`config.mk`:
```
export PLATFORM = sky130hd
export DESIGN_NAME = go_to_goal_p_controller
export DESIGN_NICKNAME = d
export VERILOG_FILES = /design/src/rtl/gtg_pkg.sv /design/src/rtl/go_to_goal_p_controller.sv /design/src/rtl/gtg_cordic_cell.sv /design/src/rtl/gtg_cordic_row.sv /design/src/rtl/gtg_post.sv
export SDC_FILE = /design/constraint.sdc
export NUM_CORES = 2
export LEC_CHECK = 0
export BUFFER_PORTS_ARGS = -buffer_cell sky130_fd_sc_hd__buf_2
export CORE_UTILIZATION = 59
export DETAILED_ROUTE_END_ITERATION = 10
export GPL_TIMING_DRIVEN = 0
export PLACE_DENSITY = 0.76
export SYNTH_ARGS = -nofsm -noshare
export SYNTH_HDL_FRONTEND = slang
export SYNTH_SLANG_ARGS = --single-unit
export TNS_END_PERCENT = 20
```
`constraint.sdc`:
```
create_clock -name clock -period 7.3 [get_ports clock]
set_clock_uncertainty 0.2 [all_clocks]
set_input_delay 0 -clock clock [delete_from_list [all_inputs] [get_ports clock]]
set_output_delay 0 -clock clock [all_outputs]
set_load 0.01 [all_outputs]
```
`src/rtl/gtg_pkg.sv`:
```
// shared types, constants and the arctangent table of the go-to-goal controller
`timescale 1ns / 1ps
`default_nettype none

package gtg_pkg;

   // cordic datapath widths: offsets are 17 bit, growth and rotation need headroom
   localparam int XY_W = 20;
   localparam int Z_W  = 17;

   localparam logic signed [Z_W-1:0] HALF_PI_Q13     = 17'sd12868;
   localparam logic [15:0]           CORDIC_COMP_Q16 = 16'd39797;
   localparam logic [XY_W:0]         ROUND_HALF_Q16  = 21'd32768;

   // reset values of the control registers
   localparam logic [15:0] TOL_RESET      = 16'd26;
   localparam logic [15:0] LIN_GAIN_RESET = 16'd256;   // 1.0 in Q8.8
   localparam logic [15:0] ANG_GAIN_RESET = 16'd1024;  // 4.0 in Q8.8

   localparam logic [23:0] LIN_MAX = 24'hFF_FFFF;
   localparam logic [23:0] ANG_MAX = 24'h7F_FFFF;
   localparam logic [23:0] ANG_MIN = 24'h80_0000;

   typedef enum logic [2:0] {
      CSR_GOAL_X    = 3'd0,
      CSR_GOAL_Y    = 3'd1,
      CSR_TOLERANCE = 3'd2,
      CSR_LIN_GAIN  = 3'd3,
      CSR_ANG_GAIN  = 3'd4
   } csr_index_type;

   typedef enum logic {
      CTRL_IDLE,
      CTRL_RUN
   } ctrl_state_type;

   typedef struct packed {
      logic signed [XY_W-1:0] x;
      logic signed [XY_W-1:0] y;
      logic signed [Z_W-1:0]  z;
   } cordic_vec_type;

   typedef struct packed {
      logic [23:0]        linear_speed;
      logic signed [23:0] angular_rate;
      logic               near;
   } result_type;

   // atan(2^-i) in Q2.13, rounded to nearest
   function automatic logic signed [Z_W-1:0] atan_q13(input int unsigned step);
      logic signed [Z_W-1:0] a;
      case (step)
         0:       a = 17'sd6434;
         1:       a = 17'sd3798;
         2:       a = 17'sd2007;
         3:       a = 17'sd1019;
         4:       a = 17'sd511;
         5:       a = 17'sd256;
         6:       a = 17'sd128;
         7:       a = 17'sd64;
         8:       a = 17'sd32;
         9:       a = 17'sd16;
         10:      a = 17'sd8;
         11:      a = 17'sd4;
         12:      a = 17'sd2;
         13:      a = 17'sd1;
         default: a = 17'sd0;
      endcase
      return a;
   endfunction

endpackage

`default_nettype wire

```
`src/rtl/go_to_goal_p_controller.sv`:
```
// top level of the proportional go-to-goal controller
//
// usage
//   req_ channel: one pose transaction (x, y in Q8.8, heading in Q2.13 radians)
//   rsp_ channel: one command transaction per pose (linear speed, angular
//     rate, arrived flag)
//   csr_ port: write-only goal, tolerance and gain registers; the user must
//     write them only while no transaction is in flight; the block does not
//     enforce it; a goal write clears the arrival latch
// path: a pose passes the entry stage, one cordic cell per step, three post
//   stages, the result-held flag and the rsp_ register before rsp_valid
// poses: a new pose is taken only once the previous result has moved into
//   the rsp_ register, because the arrival latch of one pose decides the
//   result of the next
// stalls: the result waits in the rsp_ register; the next pose is accepted
//   meanwhile and its result waits at the end of the post stages
// reset: registers return to goal (0, 0), tolerance 26, gains 1.0 and 4.0,
//   latch cleared, both channels empty
`timescale 1ns / 1ps
`default_nettype none

module go_to_goal_p_controller
   import gtg_pkg::*;
#(
   parameter int CORDIC_STEPS = 16
) (
   input  wire logic              clock,
   input  wire logic              reset,
   // pose transactions
   input  wire logic              req_valid,
   output logic                   req_ready,
   input  wire logic signed [15:0] req_pose_x,
   input  wire logic signed [15:0] req_pose_y,
   input  wire logic signed [15:0] req_pose_heading,
   // command transactions
   output logic                   rsp_valid,
   input  wire logic              rsp_ready,
   output logic [23:0]            rsp_linear_speed,
   output logic signed [23:0]     rsp_angular_rate,
   output logic                   rsp_arrived,
   // register writes
   input  wire logic              csr_write_en,
   input  wire logic [2:0]        csr_index,
   input  wire logic [15:0]       csr_wdata
);

   // control registers
   logic signed [15:0] goal_x_ff;
   logic signed [15:0] goal_y_ff;
   logic [15:0]        tolerance_ff;
   logic [15:0]        lin_gain_ff;
   logic [15:0]        ang_gain_ff;
   logic               latch_ff;
   logic               latch_in;

   // sequencing
   ctrl_state_type state_ff;
   ctrl_state_type state_in;
   logic           req_fire;
   logic           rsp_load;
   logic           done_ff;

   logic signed [15:0] heading_ff;
   logic signed [16:0] dx;
   logic signed [16:0] dy;

   logic           row_valid;
   cordic_vec_type row_vec;
   logic           post_valid;
   result_type     post_result;

   // response register
   logic               rsp_valid_ff;
   logic [23:0]        rsp_linear_speed_ff;
   logic signed [23:0] rsp_angular_rate_ff;
   logic               rsp_arrived_ff;

   // ----------------------------------------------------------------------
   // offset from pose to goal, exact in 17 bits
   // ----------------------------------------------------------------------
   assign dx = 17'(goal_x_ff) - 17'(req_pose_x);
   assign dy = 17'(goal_y_ff) - 17'(req_pose_y);

   gtg_cordic_row #(
      .STEPS (CORDIC_STEPS)
   ) u_row (
      .clock     (clock),
      .reset     (reset),
      .in_valid  (req_fire),
      .dx        (dx),
      .dy        (dy),
      .out_valid (row_valid),
      .out_vec   (row_vec)
   );

   gtg_post u_post (
      .clock        (clock),
      .reset        (reset),
      .in_valid     (row_valid),
      .in_vec       (row_vec),
      .heading      (heading_ff),
      .tolerance    (tolerance_ff),
      .linear_gain  (lin_gain_ff),
      .angular_gain (ang_gain_ff),
      .out_valid    (post_valid),
      .out_result   (post_result)
   );

   // ----------------------------------------------------------------------
   // sequencer: one pose in the row at a time
   // ----------------------------------------------------------------------
   always_ff @(posedge clock) begin
      if (reset) begin
         state_ff <= CTRL_IDLE;
      end else begin
         state_ff <= state_in;
      end
   end

   always_comb begin
      state_in  = state_ff;
      req_ready = 1'b0;
      rsp_load  = 1'b0;
      case (state_ff)
         CTRL_IDLE: begin
            req_ready = 1'b1;
            if (req_valid) begin
               state_in = CTRL_RUN;
            end
         end
         CTRL_RUN: begin
            // hand the finished command over once the response slot frees up
            if (done_ff && (!rsp_valid_ff || rsp_ready)) begin
               rsp_load = 1'b1;
               state_in = CTRL_IDLE;
            end
         end
         default: begin
            state_in = CTRL_IDLE;
         end
      endcase
   end

   assign req_fire = req_valid && req_ready;

   // result of the post stages stays put until taken
   always_ff @(posedge clock) begin
      if (reset) begin
         done_ff <= 1'b0;
      end else if (post_valid) begin
         done_ff <= 1'b1;
      end else if (rsp_load) begin
         done_ff <= 1'b0;
      end
   end

   always_ff @(posedge clock) begin
      if (req_fire) begin
         heading_ff <= req_pose_heading;
      end
   end

   // ----------------------------------------------------------------------
   // arrival latch and response register
   // ----------------------------------------------------------------------
   always_comb begin
      latch_in = latch_ff;
      if (rsp_load && post_result.near) begin
         latch_in = 1'b1;
      end
      if (csr_write_en) begin
         case (csr_index_type'(csr_index))
            CSR_GOAL_X: latch_in = 1'b0;
            CSR_GOAL_Y: latch_in = 1'b0;
            default:    latch_in = latch_in;
         endcase
      end
   end

   always_ff @(posedge clock) begin
      if (reset) begin
         latch_ff     <= 1'b0;
         rsp_valid_ff <= 1'b0;
      end else begin
         latch_ff <= latch_in;
         if (rsp_load) begin
            rsp_valid_ff <= 1'b1;
         end else if (rsp_ready) begin
            rsp_valid_ff <= 1'b0;
         end
      end
   end

   always_ff @(posedge clock) begin
      if (rsp_load) begin
         if (latch_ff || post_result.near) begin
            // arrived: commands forced to zero
            rsp_linear_speed_ff <= '0;
            rsp_angular_rate_ff <= '0;
            rsp_arrived_ff      <= 1'b1;
         end else begin
            rsp_linear_speed_ff <= post_result.linear_speed;
            rsp_angular_rate_ff <= post_result.angular_rate;
            rsp_arrived_ff      <= 1'b0;
         end
      end
   end

   assign rsp_valid        = rsp_valid_ff;
   assign rsp_linear_speed = rsp_linear_speed_ff;
   assign rsp_angular_rate = rsp_angular_rate_ff;
   assign rsp_arrived      = rsp_arrived_ff;

   // ----------------------------------------------------------------------
   // register writes, unknown indexes ignored
   // ----------------------------------------------------------------------
   always_ff @(posedge clock) begin
      if (reset) begin
         goal_x_ff    <= '0;
         goal_y_ff    <= '0;
         tolerance_ff <= TOL_RESET;
         lin_gain_ff  <= LIN_GAIN_RESET;
         ang_gain_ff  <= ANG_GAIN_RESET;
      end else if (csr_write_en) begin
         case (csr_index_type'(csr_index))
            CSR_GOAL_X:    goal_x_ff    <= csr_wdata;
            CSR_GOAL_Y:    goal_y_ff    <= csr_wdata;
            CSR_TOLERANCE: tolerance_ff <= csr_wdata;
            CSR_LIN_GAIN:  lin_gain_ff  <= csr_wdata;
            CSR_ANG_GAIN:  ang_gain_ff  <= csr_wdata;
            default:       goal_x_ff    <= goal_x_ff;
         endcase
      end
   end

endmodule

`default_nettype wire

```
`src/rtl/gtg_cordic_cell.sv`:
```
// one vectoring cordic iteration with a fixed shift, registered
`timescale 1ns / 1ps
`default_nettype none

module gtg_cordic_cell
   import gtg_pkg::*;
#(
   parameter int STEP = 0
) (
   input  wire logic           clock,
   input  wire logic           reset,
   input  wire logic           in_valid,
   input  wire cordic_vec_type in_vec,
   output logic                out_valid,
   output cordic_vec_type      out_vec
);

   logic                   valid_ff;
   cordic_vec_type         vec_ff;
   cordic_vec_type         vec_in;
   logic signed [XY_W-1:0] xs;
   logic signed [XY_W-1:0] ys;

   always_comb begin
      xs = in_vec.x >>> STEP;
      ys = in_vec.y >>> STEP;
      // y at or above zero turns clockwise
      if (!in_vec.y[XY_W-1]) begin
         vec_in.x = in_vec.x + ys;
         vec_in.y = in_vec.y - xs;
         vec_in.z = in_vec.z + atan_q13(STEP);
      end else begin
         vec_in.x = in_vec.x - ys;
         vec_in.y = in_vec.y + xs;
         vec_in.z = in_vec.z - atan_q13(STEP);
      end
   end

   always_ff @(posedge clock) begin
      if (reset) begin
         valid_ff <= 1'b0;
      end else begin
         valid_ff <= in_valid;
      end
   end

   always_ff @(posedge clock) begin
      if (in_valid) begin
         vec_ff <= vec_in;
      end
   end

   assign out_valid = valid_ff;
   assign out_vec   = vec_ff;

endmodule

`default_nettype wire

```
`src/rtl/gtg_cordic_row.sv`:
```
// quadrant pre-rotation followed by a row of cordic cells
`timescale 1ns / 1ps
`default_nettype none

module gtg_cordic_row
   import gtg_pkg::*;
#(
   parameter int STEPS = 16
) (
   input  wire logic              clock,
   input  wire logic              reset,
   input  wire logic              in_valid,
   input  wire logic signed [16:0] dx,
   input  wire logic signed [16:0] dy,
   output logic                   out_valid,
   output cordic_vec_type         out_vec
);

   logic           valid_chain [0:STEPS];
   cordic_vec_type vec_chain   [0:STEPS];

   logic                   entry_valid_ff;
   cordic_vec_type         entry_vec_ff;
   cordic_vec_type         entry_vec_in;
   logic signed [XY_W-1:0] dx_w;
   logic signed [XY_W-1:0] dy_w;

   // left half plane: turn by a quarter so that x starts non-negative
   always_comb begin
      dx_w = XY_W'(dx);
      dy_w = XY_W'(dy);
      entry_vec_in.x = dx_w;
      entry_vec_in.y = dy_w;
      entry_vec_in.z = '0;
      if (dx_w[XY_W-1]) begin
         if (!dy_w[XY_W-1]) begin
            entry_vec_in.x = dy_w;
            entry_vec_in.y = -dx_w;
            entry_vec_in.z = HALF_PI_Q13;
         end else begin
            entry_vec_in.x = -dy_w;
            entry_vec_in.y = dx_w;
            entry_vec_in.z = -HALF_PI_Q13;
         end
      end
   end

   always_ff @(posedge clock) begin
      if (reset) begin
         entry_valid_ff <= 1'b0;
      end else begin
         entry_valid_ff <= in_valid;
      end
   end

   always_ff @(posedge clock) begin
      if (in_valid) begin
         entry_vec_ff <= entry_vec_in;
      end
   end

   assign valid_chain[0] = entry_valid_ff;
   assign vec_chain[0]   = entry_vec_ff;

   for (genvar i = 0; i < STEPS; i++) begin : g_cell
      gtg_cordic_cell #(
         .STEP (i)
      ) u_cell (
         .clock     (clock),
         .reset     (reset),
         .in_valid  (valid_chain[i]),
         .in_vec    (vec_chain[i]),
         .out_valid (valid_chain[i+1]),
         .out_vec   (vec_chain[i+1])
      );
   end

   assign out_valid = valid_chain[STEPS];
   assign out_vec   = vec_chain[STEPS];

endmodule

`default_nettype wire

```
`src/rtl/gtg_post.sv`:
```
// gain compensation, command products and saturation after the cordic row
`timescale 1ns / 1ps
`default_nettype none

module gtg_post
   import gtg_pkg::*;
(
   input  wire logic              clock,
   input  wire logic              reset,
   input  wire logic              in_valid,
   input  wire cordic_vec_type    in_vec,
   input  wire logic signed [15:0] heading,
   input  wire logic [15:0]       tolerance,
   input  wire logic [15:0]       linear_gain,
   input  wire logic [15:0]       angular_gain,
   output logic                   out_valid,
   output result_type             out_result
);

   localparam int XU_W = XY_W - 1;

   // stage 1: magnitude times compensation, heading error
   logic                   s1_valid_ff;
   logic [XU_W+15:0]       mag_prod_ff;
   logic signed [Z_W:0]    err_ff;
   logic [XU_W-1:0]        x_clamped;

   // stage 2: rounded distance
   logic                   s2_valid_ff;
   logic [XY_W-1:0]        dist_ff;
   logic signed [Z_W:0]    err2_ff;
   logic [XU_W+16:0]       mag_rounded;

   // stage 3: command products
   logic                   s3_valid_ff;
   logic [XY_W+15:0]       lin_prod_ff;
   logic signed [Z_W+17:0] ang_prod_ff;
   logic                   near_ff;

   logic [XY_W+7:0]        lin_shift;
   logic signed [Z_W+9:0]  ang_shift;

   always_comb begin
      x_clamped = in_vec.x[XY_W-1] ? '0 : in_vec.x[XU_W-1:0];
      mag_rounded = (XU_W+17)'(mag_prod_ff) + (XU_W+17)'(ROUND_HALF_Q16);
   end

   always_ff @(posedge clock) begin
      if (reset) begin
         s1_valid_ff <= 1'b0;
         s2_valid_ff <= 1'b0;
         s3_valid_ff <= 1'b0;
      end else begin
         s1_valid_ff <= in_valid;
         s2_valid_ff <= s1_valid_ff;
         s3_valid_ff <= s2_valid_ff;
      end
   end

   always_ff @(posedge clock) begin
      if (in_valid) begin
         mag_prod_ff <= (XU_W+16)'(x_clamped) * (XU_W+16)'(CORDIC_COMP_Q16);
         err_ff      <= (Z_W+1)'(in_vec.z) - (Z_W+1)'(heading);
      end
      if (s1_valid_ff) begin
         dist_ff <= XY_W'(mag_rounded >> 16);
         err2_ff <= err_ff;
      end
      if (s2_valid_ff) begin
         lin_prod_ff <= (XY_W+16)'(dist_ff) * (XY_W+16)'(linear_gain);
         ang_prod_ff <= (Z_W+18)'(err2_ff) * (Z_W+18)'($signed({1'b0, angular_gain}));
         near_ff     <= dist_ff <= XY_W'(tolerance);
      end
   end

   // floor divide by 256 and clamp to the 24 bit command range
   always_comb begin
      lin_shift = lin_prod_ff[XY_W+15:8];
      ang_shift = ang_prod_ff[Z_W+17:8];
      if (|lin_shift[XY_W+7:24]) begin
         out_result.linear_speed = LIN_MAX;
      end else begin
         out_result.linear_speed = lin_shift[23:0];
      end
      if (!ang_shift[Z_W+9] && (|ang_shift[Z_W+8:23])) begin
         out_result.angular_rate = ANG_MAX;
      end else if (ang_shift[Z_W+9] && !(&ang_shift[Z_W+8:23])) begin
         out_result.angular_rate = ANG_MIN;
      end else begin
         out_result.angular_rate = ang_shift[23:0];
      end
      out_result.near = near_ff;
   end

   assign out_valid = s3_valid_ff;

endmodule

`default_nettype wire

```
==> qor.yml <==
instances_no_fill: 13820
wl_met1_um: 111800
status: "complete, no violations"
synthCells: 10900
synth_xor_xnor_area_share: 0.08712
die_h_um: 429.0
io_buffers: 120
wl_per_cell_um: 19.85
synth_top_area_share: 0.3066
maxSlewViolCount: 0
rows: 156
ys.warnings.count: 0
rsz0062_at_grt: "yes"
grt_max_degree: 58
vias: 80770
hold_viol_final: 0
synth-async-reset-ratio: 0
timing.fmax_ghz: 0.1406
synth-seq-area-share: 0.3259
route.met2.wl_um: 132000
htreeDepth: 4
via_per_inst: 5.843
fp.dieW_um: 429.0
powerDensity_nw_per_um2: 148.4
relSlewSlack: 0.1790
start_util: 0.5944
ff2ff_setup_slack_ns: 0.19
p_leak_nw: 50.86
min_path_type: "in2reg"
crit_type: "reg2reg"
antenna_found_initial: 11
drtIter0Drc: 6315
synthSimpleGateAreaFrac: 0.1453
cp-startpoint: "u_post.dist_ff[9]"
synth-adder-area-share: 0.2728
post-route-period-util: 0.9743
drive_above_1_share: 0.05236
fin_ws_ns: 0.1876
dp_worst_setup_slack_ns: -0.6907
antenna_left: 0
totalWireLength_um: 274400
core-area_um2: 180900
power_mw: 17.47
path_clk_slew_ns: 0.06
wl_met3_um: 15360
arrival_ns: 7.50
yosys.area.top_type: "edfxtp_1"
tightest_slew_ns: 1.232
synth_area_um2: 107600
nNetsFinal: 13320
firstDrtPassIters: 6
insertion_delay_ns: 0.81
grt_pass1_wl_um: 432400
syn_avg_cell_area_um2: 9.871
crit_path_end_kind: "flip-flop"
maxUsedRoutingLayer: "met5"
io_pins: 123
dp_cells: 13410
synth_top_flop_cell: "edfxtp_1"
synth_compound_area_frac: 0.1128
hpwl_um: 216900
area_delta_synth_final_pct: 9.458
clock_path_buffers: 3
r2r-start: "u_post.dist_ff[9]"
root_buffer: "clkbuf_16"
yosys_register_bits: 1202
synth_top_family_by_area: "adder cells"
synthDistinctLibCells: 90
peakVddDrop_uv: 237.0
start_kind: "flip-flop"
min_from: "req_pose_x[5]"
netlist_top_cells_area: "edfxtp_1 (31%), ha_1 (14%), fa_1 (13%)"
gr-usage-all-layers: 0.2970
worstPathMaxFanout: 10
cap_violations: 0
drc: 0
dieArea_um2: 184000
gp_congestion: 0.9861
synth_mux_area_frac: 0.004246
finalCriticalPeriod_ns: 7.112
setup_viol: 0
hold_ws_ns: 0.04712
cts_tree: "done"
grt-ovfl-total: 0
post-route-util: 0.6506
clock_sinks: 1202
synth-edff-count: 1098
grt_pass1_vias: 81150
required_ns: 7.68
cts_made_buffers: 137
-- kinds of logic after synthesis --
family / after synthesis
AND/OR/NAND/NOR: 3262
AO/OA/AOI/OAI: 1921
adder cells (fa/ha/maj): 1918
buffers and inverters: 1480
flip-flops: 1202
XOR/XNOR: 1069
multiplexers: 43
other: 1
-- report_power, final --
group / total (mW) / switching, mW / internal (mW)
combinational: 2.74 / 1.64 / 1.10
clock: 6.93 / 2.99 / 3.94
sequential: 7.80 / 0.127 / 7.67
total: 17.5 / 4.75 / 12.7
-- critical path: stages (launching register included) --
cell      delay (ns)
edfxtp_1        0.43
clkbuf_2        0.35
nand2_1         0.16
fa_1            0.55
fa_1            0.47
fa_1            0.44
fa_1            0.51
inv_1           0.06
fa_1            0.53
inv_1           0.05
fa_1            0.47
inv_1           0.04
ha_1            0.33
a21oi_1         0.15
nand2_1         0.11
a211oi_2        0.28
o22ai_2         0.21
o41ai_4         0.35
a21oi_2         0.18
a31o_2          0.31
o41ai_4         0.32
nor2_1          0.13
a211oi_1        0.26
-- cell usage in the layout, fill, tap and decap left out, types with 37 or more instances in the layout --
cell type / n
edfxtp_1: 1098
nor3_1: 343
and3_1: 120
a21o_1: 173
nor2b_1: 168
nor2_1: 877
nand3_1: 147
fa_1: 712
nor4_1: 71
dfxtp_1: 84
or2_2: 41
o21bai_1: 42
dlygate4sd3_1: 128
xor2_1: 333
clkbuf_16: 140
a21oi_1: 660
ha_1: 1206
o41ai_1: 43
or3_1: 58
buf_2: 130
clkbuf_2: 38
nand2_1: 872
and2_1: 311
o21ai_0: 416
xnor2_1: 735
o31ai_1: 37
clkbuf_1: 160
inv_1: 1250
a21boi_0: 42
a31oi_1: 63
nand2b_1: 120
a211oi_1: 61
o21a_1: 123
-- registers in the layout (all words and copies together) (netlist names), 16 cells and up --
register / count
heading_ff: 16
rsp_linear_speed: 24
u_post.mag_prod_ff: 20
goal_x_ff: 16
u_post.lin_prod_ff: 28
u_post.ang_prod_ff: 27
u_post.err_ff: 18
u_post.err2_ff: 18
tolerance_ff: 16
u_post.dist_ff: 20
lin_gain_ff: 16
u_row.g_cell.u_cell.out_vec: 858
ang_gain_ff: 16
rsp_angular_rate: 24
u_row.entry_vec_ff: 43
u_row.g_cell.u_cell.out_valid: 16
goal_y_ff: 16
-- per-layer routing --
metal	vias up	track usage
met3	679	0.03812
met1	39140	0.3693
met4	4	0.1509
met5	-	0
met2	2558	0.5077
li1	38390	-
-- metrics by stage --
| stage | cell area, um^2 | TNS [ns] |
|---|---|---|
| after CTS | 117500 | 0 |
| after global routing | 117700 | -0.1227 |
| final | 117700 | 0 |
| after detailed placement | 111500 | -7.385 |
| after floorplan | 107600 | 0 |
| after global placement | 111100 | -4.980 |
-- synth_stat cells, types with 71 or more instances --
cell and instances:
inv_1 1252, ha_1 1206, edfxtp_1 1098, nor2_1 877, nand2_1 872, xnor2_1 735, fa_1 712, a21oi_1 664
o21ai_0 417, nor3_1 343, xor2_1 333, and2_1 311, clkbuf_1 196, a21o_1 173, nor2b_1 170, nand3_1 147
o21a_1 123, and3_1 120, nand2b_1 120, dfxtp_1 104, nor4_1 71
-- layout make-up --
| type | instances | area, um^2 |
|---|---|---|
| clock inverters | 88 | 855.8 |
| diodes | 13 | 32.53 |
| well taps | 2370 | 2965 |
| multi-input cells | 8216 | 67030 |
| clock buffers | 166 | 3661 |
| plain buffers | 219 | 912.1 |
| fillers | 14160 | 63210 |
| inverters | 1254 | 4711 |
| repair buffers | 296 | 2475 |
| flip-flops and latches | 1202 | 35080 |
-- final timing paths --
path              cells after the start                            endpoint
setup reg to reg                     22              u_post.lin_prod_ff[35]
hold / removal                        7              u_row.entry_vec_ff[22]
setup / recovery                     22              u_post.lin_prod_ff[35]
hold reg to reg                       0  u_row.g_cell[15].u_cell.out_vec[8]
-- timing repair --
item,4_1_cts,5_1_grt
cloned,0,0
resized for setup,39,67
hold endpoints to repair,259,0
hold buffers,128,0
setup buffers,9,21
pin swaps,1,0
setup endpoints to repair,30,24
Power figures use the tool's default switching activity.
